## src/rtl/esht_pkg.sv

```systemverilog
`default_nettype none
// ----------------------------------------------------------------------------
// esht_pkg
// Types and constants shared by the sensor edge health test block.
// ----------------------------------------------------------------------------
package esht_pkg;

	localparam int SAMPLE_FIELDS = 7;
	localparam int LANE_SLOTS    = 16;
	localparam int EDGE_W        = 7;
	localparam int FAIL_W        = 5;
	localparam int CNT_W         = 32;
	localparam int CFG_IDX_W     = 8;
	localparam int CFG_DATA_W    = 7;

	localparam logic [EDGE_W-1:0]    EDGE_MAX   = 7'd127;
	localparam logic [6:0]           ALARM_BIAS = 7'd100;
	localparam logic [CFG_IDX_W-1:0] REG_MIN_EDGES = 8'd0;
	localparam logic [CFG_IDX_W-1:0] REG_MAX_EDGES = 8'd1;
	localparam logic                 FUNC_TICK  = 1'b0;
	localparam logic                 FUNC_QUERY = 1'b1;

	typedef struct packed {
		logic       func;
		logic [7:0] sample_a;
		logic [7:0] sample_b;
		logic [7:0] sample_c;
		logic [7:0] sample_d;
		logic [7:0] sample_e;
		logic [7:0] sample_f;
		logic [7:0] sample_g;
	} req_item_t;

	typedef struct packed {
		logic             window_done;
		logic [6:0]       pass_mask;
		logic             health_alarm;
		logic [CNT_W-1:0] tests_seen;
		logic [CNT_W-1:0] tests_failed;
	} rsp_item_t;

	typedef struct packed {
		logic                  done;
		logic [LANE_SLOTS-1:0] pass;
		logic [FAIL_W-1:0]     fails;
	} win_res_t;

	typedef struct packed {
		logic             alarm;
		logic [CNT_W-1:0] tests;
		logic [CNT_W-1:0] fails;
	} cnt_res_t;

endpackage
`default_nettype wire

```

## src/rtl/esht_lanes.sv

```systemverilog
`default_nettype none
// ----------------------------------------------------------------------------
// esht_lanes
// Per-lane rising and falling edge counters over one sample window, with the
// pass check at the tick that closes the window.
// ----------------------------------------------------------------------------
module esht_lanes #(
	parameter int WINDOW_LEN = 128,
	parameter int LANES      = 7
) (
	input  wire logic                                 clk,
	input  wire logic                                 arst_n,
	input  wire logic                                 tick,
	input  wire logic [esht_pkg::SAMPLE_FIELDS-1:0]   low_bits,
	input  wire logic [esht_pkg::EDGE_W-1:0]          min_edges,
	input  wire logic [esht_pkg::EDGE_W-1:0]          max_edges,
	output esht_pkg::win_res_t                        win
);
	import esht_pkg::*;

	localparam int PW = (WINDOW_LEN > 2) ? $clog2(WINDOW_LEN) : 1;

	logic [PW-1:0]     pos_q;
	logic [LANES-1:0]  prev_q;
	logic [EDGE_W-1:0] rise_q [LANES];
	logic [EDGE_W-1:0] fall_q [LANES];

	logic [LANES-1:0]  cur_bits;
	logic [EDGE_W-1:0] rise_nx [LANES];
	logic [EDGE_W-1:0] fall_nx [LANES];
	logic [LANES-1:0]  pass_w;
	logic              close_w;

	assign close_w = (pos_q == PW'(WINDOW_LEN - 1));

	always_comb begin
		logic [EDGE_W-1:0] lo;
		logic [EDGE_W-1:0] hi;
		for (int i = 0; i < LANES; i++) begin
			cur_bits[i] = (i < SAMPLE_FIELDS) ? low_bits[i % SAMPLE_FIELDS] : 1'b0;
			rise_nx[i] = rise_q[i];
			fall_nx[i] = fall_q[i];
			if (pos_q != '0) begin
				if (!prev_q[i] && cur_bits[i] && rise_q[i] != EDGE_MAX) begin
					rise_nx[i] = rise_q[i] + 1'b1;
				end
				if (prev_q[i] && !cur_bits[i] && fall_q[i] != EDGE_MAX) begin
					fall_nx[i] = fall_q[i] + 1'b1;
				end
			end
			lo = (rise_nx[i] < fall_nx[i]) ? rise_nx[i] : fall_nx[i];
			hi = (rise_nx[i] < fall_nx[i]) ? fall_nx[i] : rise_nx[i];
			pass_w[i] = (lo >= min_edges) && (hi <= max_edges);
		end
	end

	always_comb begin
		win.done  = tick && close_w;
		win.pass  = '0;
		win.fails = FAIL_W'($countones(~pass_w));
		if (win.done) begin
			win.pass[LANES-1:0] = pass_w;
		end
	end

	always_ff @(posedge clk or negedge arst_n) begin
		if (!arst_n) begin
			pos_q  <= '0;
			prev_q <= '0;
			for (int i = 0; i < LANES; i++) begin
				rise_q[i] <= '0;
				fall_q[i] <= '0;
			end
		end else if (tick) begin
			prev_q <= cur_bits;
			if (close_w) begin
				pos_q <= '0;
				for (int i = 0; i < LANES; i++) begin
					rise_q[i] <= '0;
					fall_q[i] <= '0;
				end
			end else begin
				pos_q <= pos_q + 1'b1;
				for (int i = 0; i < LANES; i++) begin
					rise_q[i] <= rise_nx[i];
					fall_q[i] <= fall_nx[i];
				end
			end
		end
	end

endmodule
`default_nettype wire

```

## config.mk

```make
export PLATFORM = sky130hd
export DESIGN_NAME = esht_lanes
export DESIGN_NICKNAME = d
export VERILOG_FILES = /design/src/rtl/esht_pkg.sv /design/src/rtl/esht_lanes.sv
export SDC_FILE = /design/constraint.sdc
export NUM_CORES = 1
export LEC_CHECK = 0
export ABC_CLOCK_PERIOD_IN_PS = 11200
export BUFFER_PORTS_ARGS = -buffer_cell sky130_fd_sc_hd__buf_2
export CORE_MARGIN = 2
export CORE_UTILIZATION = 49
export CTS_CLUSTER_SIZE = 28
export DETAILED_ROUTE_END_ITERATION = 6
export GPL_ROUTABILITY_DRIVEN = 1
export PLACE_DENSITY = 0.63
export SETUP_SLACK_MARGIN = 0.4
export SYNTH_ARGS = -nofsm -noshare
export SYNTH_HDL_FRONTEND = slang
export SYNTH_SLANG_ARGS = --single-unit
```

## constraint.sdc

```tcl
create_clock -name clk -period 11.2 [get_ports clk]
set_input_delay 1.12 -clock clk [delete_from_list [all_inputs] [get_ports clk]]
set_output_delay 1.12 -clock clk [all_outputs]
set_load 0.05 [all_outputs]
```

---- After elaboration in Yosys (flattened, before gate mapping) ----
Cells that the tools add are included.
word-level totals
  bits in registers ....................... 112
  input bits .............................. 24
  output and inout bits ................... 22
  logic and storage cells ................. 171
cells by class
  $add $sub $neg .......................... 21
  magnitude comparators ................... 21
  equality and inequality tests ........... 15
  mux-type cells .......................... 46
  bitwise gates (word level) .............. 1
  reductions and logical operators ........ 51
operators with widths
  operator                                     count
  2-to-1 mux 7 bit                             44
  adder 7 x 1 -> 7 bit, second input constant  15
  2-to-1 mux 49 bit                            2
  != test 7 bit, second input constant         14
  >= comparator 7 bit                          7
  <= comparator 7 bit                          7
  less-than comparator 7 bit                   7
  logical AND 1 bit                            36
  logical NOT 1 bit                            14
  equality test 7 bit, second input constant   1
  NOT 7 bit                                    1
  nonzero test 7 bit                           1
  adder 1 x 1 -> 2 bit                         3
  adder 3 x 3 -> 4 bit                         1
  adder 2 x 1 -> 3 bit                         1
  adder 2 x 2 -> 3 bit                         1

---- Depth between registers and ports, before layout ----
Gate-level depths: netlist of run 1.
  depth in word-level cells ............... 13
  depth in mapped cells ................... 31

---- Least setup slack after synthesis of run 1 ----
Ideal clock, no wire load.
  path type ............................... input -> output
  from .................................... in low_bits[1] in the netlist's numbering
  to ...................................... out win[1] in the netlist's numbering
  data arrival time ....................... 7.351 ns
  data required time ...................... 10.080 ns
  path slack .............................. 2.729 ns
  stages on the path ...................... 28
  path through ............................ nand2b_1 a21oi_2 and2_4 buf_6 and4_1 nand3_1 xnor2_1 ha_1 nand2_1 o21ai_0 nor2_1 o2111a_1 a311oi_4 buf_8 mux2i_1 ha_1 nor2b_1 o21a_1 o21ai_0 nand2b_1 a2111oi_0 o21ai_0 fa_1 inv_1 fa_1 inv_1 fa_1 fa_1
RTL lines
  what                line              source
  start: declaration  esht_lanes.sv:14  input wire logic [esht_pkg::SAMPLE_FIELDS-1:0] low_bits,
  end: declaration    esht_lanes.sv:17  output esht_pkg::win_res_t win

==> results.sh, run 1 <==
export IMPL_cts_hold_buf=0
export IMPL_end_kind="primary output"
export IMPL_ys_seq_elements=112
export IMPL_ys_flop_type="dfrtp_1"
export IMPL_numCtsBuffers=9
export IMPL_grt_ovfl_total=0
export IMPL_portBuffers=34
export IMPL_antenna_found_initial=0
export IMPL_synth_cells=1200
export IMPL_clkLatencyLatePin_ns=0.37
export IMPL_slew_headroom_pct=38.4
export IMPL_synth_avg_cell_area_sq_um=8.89
export IMPL_max_clock_path_buffers=2
export IMPL_diodes=0
export IMPL_wl_mm=27.1
export IMPL_cts_setup_buffers=0
export IMPL_worstSetupStartpointType="register"
export IMPL_period_share_pct=85.1
export IMPL_vias_per_cell=5.83
export IMPL_hold_path_class="register to register"
export IMPL_ctsHtreeMaxLevel=3
export IMPL_wl_per_cell_microns=18.2
export IMPL_status="complete, no violations"
export IMPL_die_y_microns=152
export IMPL_ir_drop_v=0.000141
export IMPL_synthToLayoutAreaGrowth_pct=5.68
export IMPL_cts_tree="built"
export IMPL_grt_max_degree=76
export IMPL_clk_pin_slew_worst_paths_ns=0.07
export IMPL_grt_pass1_wl_mm=43.5
export IMPL_vias=8694
export IMPL_drive_gt1_share_pct=6.99
export IMPL_maxCapViolations=0
export IMPL_cts_resized=0
export IMPL_worst_pin_slew_ns=0.923
export IMPL_clockRootBuffer="clkbuf_16"
export IMPL_ys_seq_area_share_pct=26.3
export IMPL_fillers=1986
export IMPL_fmax_ghz=0.105
export IMPL_synth_edf_count=0
export IMPL_ys_warn_count=0
export IMPL_dr_pass1_iters=5
export IMPL_fp_row_count=53
export IMPL_initial_utilization_pct=50.3
export IMPL_maxSlewViolCount=0
export IMPL_syn_area_sq_um=10700
export IMPL_crit_arrival_ns=8.41
export IMPL_setup_viol=0
export IMPL_setup_ws_ns=1.67
export IMPL_synth_async_reset_ratio_pct=100
export IMPL_dpl_hpwl_mm=20.0
export IMPL_final_setup_skew_ns=0.0100
export IMPL_final_setup_tns_ns=0
export IMPL_hold_violations=0
export IMPL_cp_data_required_time_ns=10.08
export IMPL_pre_cts_ws_ns=2.02
export IMPL_min_period_ns=9.53
export IMPL_rsz0062_at_grt="no"
export IMPL_ant_nets=0
export IMPL_place_gp_congestion=0.894
export IMPL_grt_use_total_pct=24.5
export IMPL_drtIter0Drc=511
export IMPL_drc=0
export IMPL_power_density_nw_per_um2=261
export IMPL_worst_path_max_fanout=14
export IMPL_p_leak_nw=5.81
export IMPL_fin_util_pct=53.1
export IMPL_crit_path_max_incr_delay_ns=0.78
export IMPL_die_area_sq_um=23000
export IMPL_io_pins=46
export IMPL_nets=1394
export IMPL_cts_sinks=112
export IMPL_cp_slowest_cell="a221oi_4"
export IMPL_synth_distinct_cells=54
export IMPL_design_core_area_sq_um=21200
export IMPL_fp_dieW_microns=152
export IMPL_critPathKind="register to primary output"
export IMPL_grt_pass1_vias=8187
## flip-flops by register name, indices dropped and copies added (netlist names)
signal and flops:
pos_q 7, prev_q 7, fall_q 49, rise_q 49
## critical path: cells and delay by family, from the launching register on
| family | cells | cell delay [ns] |
|---|---|---|
| fa+ha+maj | 7 | 2.86 |
| compound gates | 8 | 2.30 |
| simple gates | 5 | 1.16 |
| buf+inv | 6 | 0.83 |
| flops | 1 | 0.40 |
| mux | 1 | 0.29 |
| xor+xnor | 1 | 0.21 |
## placed cells by master (no fill, tap or decap), drive strengths merged, types with 18 or more instances in the layout
master  synthesis  layout
and3           22      22
o21ai          53      53
nand2b         21      21
nor3           20      20
o21a           18      18
mux2i         101     101
nand3          22      22
dfrtp         112     112
buf            23      41
inv           138     139
nand4          37      37
o22ai          77      77
nor2           63      63
a21oi          56      56
a21o           34      34
xnor2          56      56
nand2          46      46
ha            154     154
## logic make-up after synthesis
family,synth area share (%)
compound gates,17.9
xor+xnor,5.09
fa+ha+maj,18.8
buf+inv,7.46
flops,26.3
other cells,0.0351
mux,10.7
simple gates,13.8
## layout make-up
type                    count  area (sq um)  share of cell area (%)
flip-flops and latches    112          2800                    24.9
repair buffers             41           228                    2.02
multi-input cells         910          7120                    63.2
inverters                 138           518                    4.59
clock buffers              10           229                    2.03
clock inverters             5          33.8                   0.300
well taps                 275           344                    3.05
## Yosys cell counts, drive strengths merged (4+ instances only)
cell	count	area (sq um)
xor2	6	52.6
o21a	18	135
a21o	34	255
xnor2	56	490
a2111oi	4	35.0
nor2b	11	68.8
a22o	11	96.3
a31oi	11	68.8
or3	8	50.1
nor2	63	239
a211oi	4	30.0
dfrtp	112	2800
or2	6	37.5
a221oi	4	93.8
a41oi	7	61.3
o21ai	53	265
nor3	20	100
fa	4	80.1
nand4	37	231
mux2i	101	1010
o22ai	77	482
nand3	22	110
clkbuf	27	101
nand2	46	173
ha	154	1930
nand2b	21	131
o31ai	4	30.0
mux2	11	124
a21oi	56	284
and4	11	96.3
and2	8	52.6
buf	23	176
and3	22	138
inv	138	518
## report_power, final
group	switching [mW]	internal, mW
combinational	1.08	0.894
clock	0.166	0.151
sequential	0.132	0.523
total	1.38	1.57
## through the flow
stage               cells  cell area (sq um)  power (mW)  hold slack (ns)
floorplan            1210              10700        2.28            0.486
global placement     1476              11000        2.57            0.500
detailed placement   1476              11000        2.62            0.507
CTS                  1491              11300        2.95            0.526
global route         1491              11300        3.23            0.550
finish               1491              11300        2.94            0.525
## per-layer routing
metal / vias to the layer above / share of wire [%] / GRT usage [%]
li1: 4343 / - / -
met1: 4179 / 49 / 33.7
met2: 149 / 46 / 40.7
met3: 23 / 3.1 / 2.72
met4: 0 / 1.8 / 6.85
met5: - / 0 / 0
## path summary, 6_finish.rpt
path	from	end	slack (ns)	cells past startpoint
worst min register to register	prev_q[2]	prev_q[2]	0.53	1
worst min-delay path	prev_q[2]	prev_q[2]	0.53	1
worst max register to register	pos_q[0]	rise_q[5]	8.40	9
worst max-delay path	pos_q[0]	win[1]	1.67	28
max in group asynchronous	arst_n	fall_q[27]	9.18	2
min in group asynchronous	arst_n	rise_q[43]	0.78	1
Note: power is estimated with default switching activity, not from simulation.
==> inputs of run 2 (changes only) <==
- PLACE_DENSITY: 0.63 -> 0.62
==> results.sh, run 2 (synthesis results as in run 1) <==
export IMPL_fmax_ghz=0.105
export IMPL_dpl_hpwl_mm=19.9
export IMPL_synthToLayoutAreaGrowth_pct=5.99
export IMPL_internal_power_mw=1.59
export IMPL_crit_cells=30
export IMPL_nets=1393
export IMPL_initial_utilization_pct=50.3
export IMPL_p_leak_nw=5.83
export IMPL_min_period_ns=9.54
export IMPL_r2r_slack_ns=8.41
export IMPL_maxCapViolations=0
export IMPL_grt_pass1_wl_mm=43.9
export IMPL_wl_per_cell_microns=18.3
export IMPL_seq_power_share_pct=22.1
export IMPL_cts_resized=0
export IMPL_worst_pin_slew_ns=1.16
export IMPL_cp_top_family="adder cells"
export IMPL_cts_setup_buffers=0
export IMPL_layout_common_cells="ha_1, inv_1, dfrtp_1"
export IMPL_crit_path_max_incr_delay_ns=0.80
export IMPL_final_common_cell="ha_1"
export IMPL_drc=0
export IMPL_cts_hold_buf=0
export IMPL_clockRootBuffer="clkbuf_16"
export IMPL_final_setup_tns_ns=0
export IMPL_cts_sinks=112
export IMPL_period_share_pct=85.2
export IMPL_numCtsBuffers=9
export IMPL_clk_pin_slew_worst_paths_ns=0.08
export IMPL_wl_mm=27.3
export IMPL_drive_gt1_share_pct=6.99
export IMPL_power_mw=2.97
export IMPL_vias_per_cell=5.81
export IMPL_cp_data_required_time_ns=10.08
export IMPL_dr_pass1_iters=5
export IMPL_worstSetupStartpointType="register"
export IMPL_rsz0062_at_grt="no"
export IMPL_startpoint="pos_q[0]"
export IMPL_grt_max_degree=72
export IMPL_fillers=1982
export IMPL_slew_headroom_pct=22.7
export IMPL_worst_path_max_fanout=14
export IMPL_cts_tree="built"
export IMPL_clkLatencyLatePin_ns=0.37
export IMPL_ant_nets=0
export IMPL_status="complete, no violations"
export IMPL_r2r_cells=9
export IMPL_crit_buf_inv=5
export IMPL_crit_arrival_ns=8.42
export IMPL_p_comb_share_pct=66.0
export IMPL_critPathKind="register to primary output"
export IMPL_holdWs_ns=0.525
export IMPL_antenna_found_initial=1
export IMPL_ctsHtreeMaxLevel=3
export IMPL_power_frac_clock_pct=11.9
export IMPL_r2r_start="pos_q[0]"
export IMPL_ir_drop_v=0.000112
export IMPL_io_pins=46
export IMPL_fp_row_count=53
export IMPL_die_y_microns=152
export IMPL_crit_end="win[1]"
export IMPL_setup_viol=0
export IMPL_portBuffers=34
export IMPL_seqCellArea_sq_um=2800
export IMPL_reg_top3="fall_q x49, rise_q x49"
export IMPL_end_kind="primary output"
export IMPL_grt_use_total_pct=24.7
export IMPL_maxSlewViolCount=0
export IMPL_drtIter0Drc=430
export IMPL_multi_input_area_sq_um=7120
export IMPL_power_density_nw_per_um2=262
export IMPL_r2r_end="rise_q[11]"
export IMPL_vias=8662
export IMPL_place_gp_congestion=0.838
export IMPL_fp_dieW_microns=152
export IMPL_die_area_sq_um=23000
export IMPL_p_switching_mw=1.38
export IMPL_grt_ovfl_total=0
export IMPL_final_setup_skew_ns=0.00994
export IMPL_design_core_area_sq_um=21200
export IMPL_grt_pass1_vias=8212
export IMPL_hold_violations=0
export IMPL_cp_slowest_cell="a311oi_4"
export IMPL_p_sw_share_pct=46.4
export IMPL_hold_path_class="register to register"
export IMPL_max_clock_path_buffers=2
==> run 2: power by group through the flow <==
stage                     combinational, mW  sequential, mW  clock [mW]
final                                  1.96           0.656       0.353
after CTS                              1.96           0.653       0.360
after detailed placement               1.95           0.659           0
after global routing                   2.21           0.676       0.373
after floorplan                        1.65           0.627           0
after global placement                 1.91           0.657           0
==> run 2: stage by stage <==
step,utilization (%),cell area (sq um),std cells,setup WS [ns]
after floorplan,-,10700,1210,2.73
after global placement,51.9,11000,1475,2.02
after detailed placement,51.9,11000,1475,1.99
after CTS,53.3,11300,1491,1.68
after global routing,53.3,11300,1491,0.973
final,53.3,11300,1492,1.66
==> run 2: worst min-delay path by stage <==
stage	from	depth (start not counted)	endpoint
2_1_floorplan	prev_q[2]	1	prev_q[2]
3_3_place_gp	prev_q[5]	1	prev_q[5]
5_1_grt	prev_q[0]	1	prev_q[0]
4_1_cts	prev_q[2]	1	prev_q[2]
6_report	prev_q[5]	1	prev_q[5]
3_5_place_dp	prev_q[2]	1	prev_q[2]
==> run 2: area by class of cell <==
class	instances	share of cell area (%)
Clock buffer	10	2.02
Inverter	138	4.58
Multi-Input combinational cell	910	63.0
Tap cell	275	3.04
Timing Repair Buffer	40	1.95
Sequential cell	112	24.8
Clock inverter	6	0.642
Antenna cell	1	0.0221
==> run 2: metal layers <==
layer,GRT usage [%],share of wire (%),vias to the layer above
li1,-,-,4351
met1,34.7,49,4098
met2,39.5,45,173
met3,3.29,3.9,40
met4,8.06,2.5,0
met5,0,0,-
==> inputs of run 3 (changes only) <==
- CELL_PAD_IN_SITES_DETAIL_PLACEMENT: unset -> 1
- CELL_PAD_IN_SITES_GLOBAL_PLACEMENT: unset -> 1
- PLACE_DENSITY: 0.62 -> 0.78
==> results.sh, run 3 (synthesis results as in run 1) <==
export IMPL_cts_resized=0
export IMPL_ant_nets=0
export IMPL_fp_dieW_microns=152
export IMPL_antenna_found_initial=0
export IMPL_p_leak_nw=5.83
export IMPL_io_pins=46
export IMPL_critPathKind="register to primary output"
export IMPL_wl_mm=31.4
export IMPL_portBuffers=34
export IMPL_drtIter0Drc=447
export IMPL_layout_common_cells="ha_1, inv_1, dfrtp_1"
export IMPL_grt_use_total_pct=28.3
export IMPL_end_kind="primary output"
export IMPL_fp_row_count=53
export IMPL_crit_path_max_incr_delay_ns=0.66
export IMPL_ir_drop_v=0.000139
export IMPL_die_y_microns=152
export IMPL_dpl_hpwl_mm=23.2
export IMPL_fin_area_sq_um=11300
export IMPL_max_clock_path_buffers=2
export IMPL_crit_arrival_ns=8.69
export IMPL_min_period_ns=9.81
export IMPL_dr_pass1_iters=5
export IMPL_hold_end="prev_q[2]"
export IMPL_cts_hold_buf=0
export IMPL_diodes=0
export IMPL_grt_pass1_wl_mm=50.3
export IMPL_wl_per_cell_microns=21.1
export IMPL_vias_per_cell=6.10
export IMPL_cts_setup_buffers=0
export IMPL_clockRootBuffer="clkbuf_16"
export IMPL_initial_utilization_pct=50.3
export IMPL_ctsHtreeMaxLevel=3
export IMPL_synthToLayoutAreaGrowth_pct=6.05
export IMPL_fillers=2557
export IMPL_worst_pin_slew_ns=0.962
export IMPL_place_gp_congestion=0.858
export IMPL_hold_path_depth=1
export IMPL_fmax_ghz=0.102
export IMPL_status="complete, no violations"
export IMPL_r2r_slack_ns=8.33
export IMPL_worst_path_max_fanout=14
export IMPL_setup_viol=0
export IMPL_clk_pin_slew_worst_paths_ns=0.08
export IMPL_clkLatencyLatePin_ns=0.38
export IMPL_worstSetupStartpointType="register"
export IMPL_final_setup_tns_ns=0
export IMPL_rsz0062_at_grt="no"
export IMPL_power_mw=3.07
export IMPL_final_setup_skew_ns=0.0138
export IMPL_cts_sinks=112
export IMPL_slew_headroom_pct=35.8
export IMPL_drive_gt1_share_pct=7.07
export IMPL_r2r_start="pos_q[0]"
export IMPL_design_core_area_sq_um=21200
export IMPL_maxCapViolations=0
export IMPL_cp_data_required_time_ns=10.08
export IMPL_vias=9089
export IMPL_drc=0
export IMPL_final_common_cell="ha_1"
export IMPL_worstHoldStart="prev_q[2]"
export IMPL_grt_max_degree=65
export IMPL_period_share_pct=87.6
export IMPL_r2r_cells=9
export IMPL_die_area_sq_um=23000
export IMPL_cts_tree="built"
export IMPL_reg_top3="fall_q x49, rise_q x49"
export IMPL_grt_pass1_vias=9524
export IMPL_hold_violations=0
export IMPL_placed_cell_area_sq_um=11000
export IMPL_maxSlewViolCount=0
export IMPL_grt_ovfl_total=0
export IMPL_r2r_end="rise_q[32]"
export IMPL_nets=1394
export IMPL_fin_util_pct=53.3
export IMPL_numCtsBuffers=9
export IMPL_power_density_nw_per_um2=271
export IMPL_hold_path_class="register to register"
export IMPL_cp_slowest_cell="and2_1"
export IMPL_holdWs_ns=0.529
[run 3: where the power goes]
group / total [mW] / switching, mW / internal, mW
Clock: 0.350 / 0.169 / 0.181
Sequential: 0.662 / 0.138 / 0.523
Combinational: 2.06 / 1.15 / 0.907
Total: 3.07 / 1.46 / 1.61
[run 3: metal layers]
metal	track usage (%)	vias up	wire length, microns
met5	0	-	0
met4	9.35	0	898
met3	3.62	49	978
met2	48.4	151	14900
met1	37.0	4541	14600
li1	-	4348	-
[run 3: metrics by stage]
step	cells	worst slack, ns
2_1_floorplan	1210	2.73
5_1_grt	1491	0.809
6_report	1491	1.39
3_5_place_dp	1476	1.75
3_3_place_gp	1476	1.90
4_1_cts	1491	1.42
[run 3: area by class of cell]
class	instances	area [sq um]	share of cell area (%)
Sequential cell	112	2800	24.8
Multi-Input combinational cell	910	7120	62.9
Tap cell	275	344	3.04
Clock buffer	10	239	2.11
Timing Repair Buffer	41	228	2.01
Clock inverter	5	63.8	0.564
Inverter	138	518	4.58
[run 3: worst max-delay path: cells and delay by family (launching register included)]
family / cells / cell delay (ns)
and+or+nand+nor: 7 / 2.01
xor gates and xnor gates: 1 / 0.44
muxes: 1 / 0.28
adders and majority gates: 7 / 2.87
AOI/OAI and AO/OA: 8 / 1.70
buffers and inverters: 5 / 0.58
DFF: 1 / 0.41
[run 3: worst max path at each step]
stage | endpoint | start | slack, ns
final | win[1] | pos_q[0] | 1.39
after floorplan | win[1] | low_bits[1] | 2.73
after detailed placement | win[1] | low_bits[1] | 1.75
after global placement | win[1] | low_bits[3] | 1.90
after global routing | win[1] | pos_q[0] | 0.81
after CTS | win[1] | pos_q[0] | 1.42
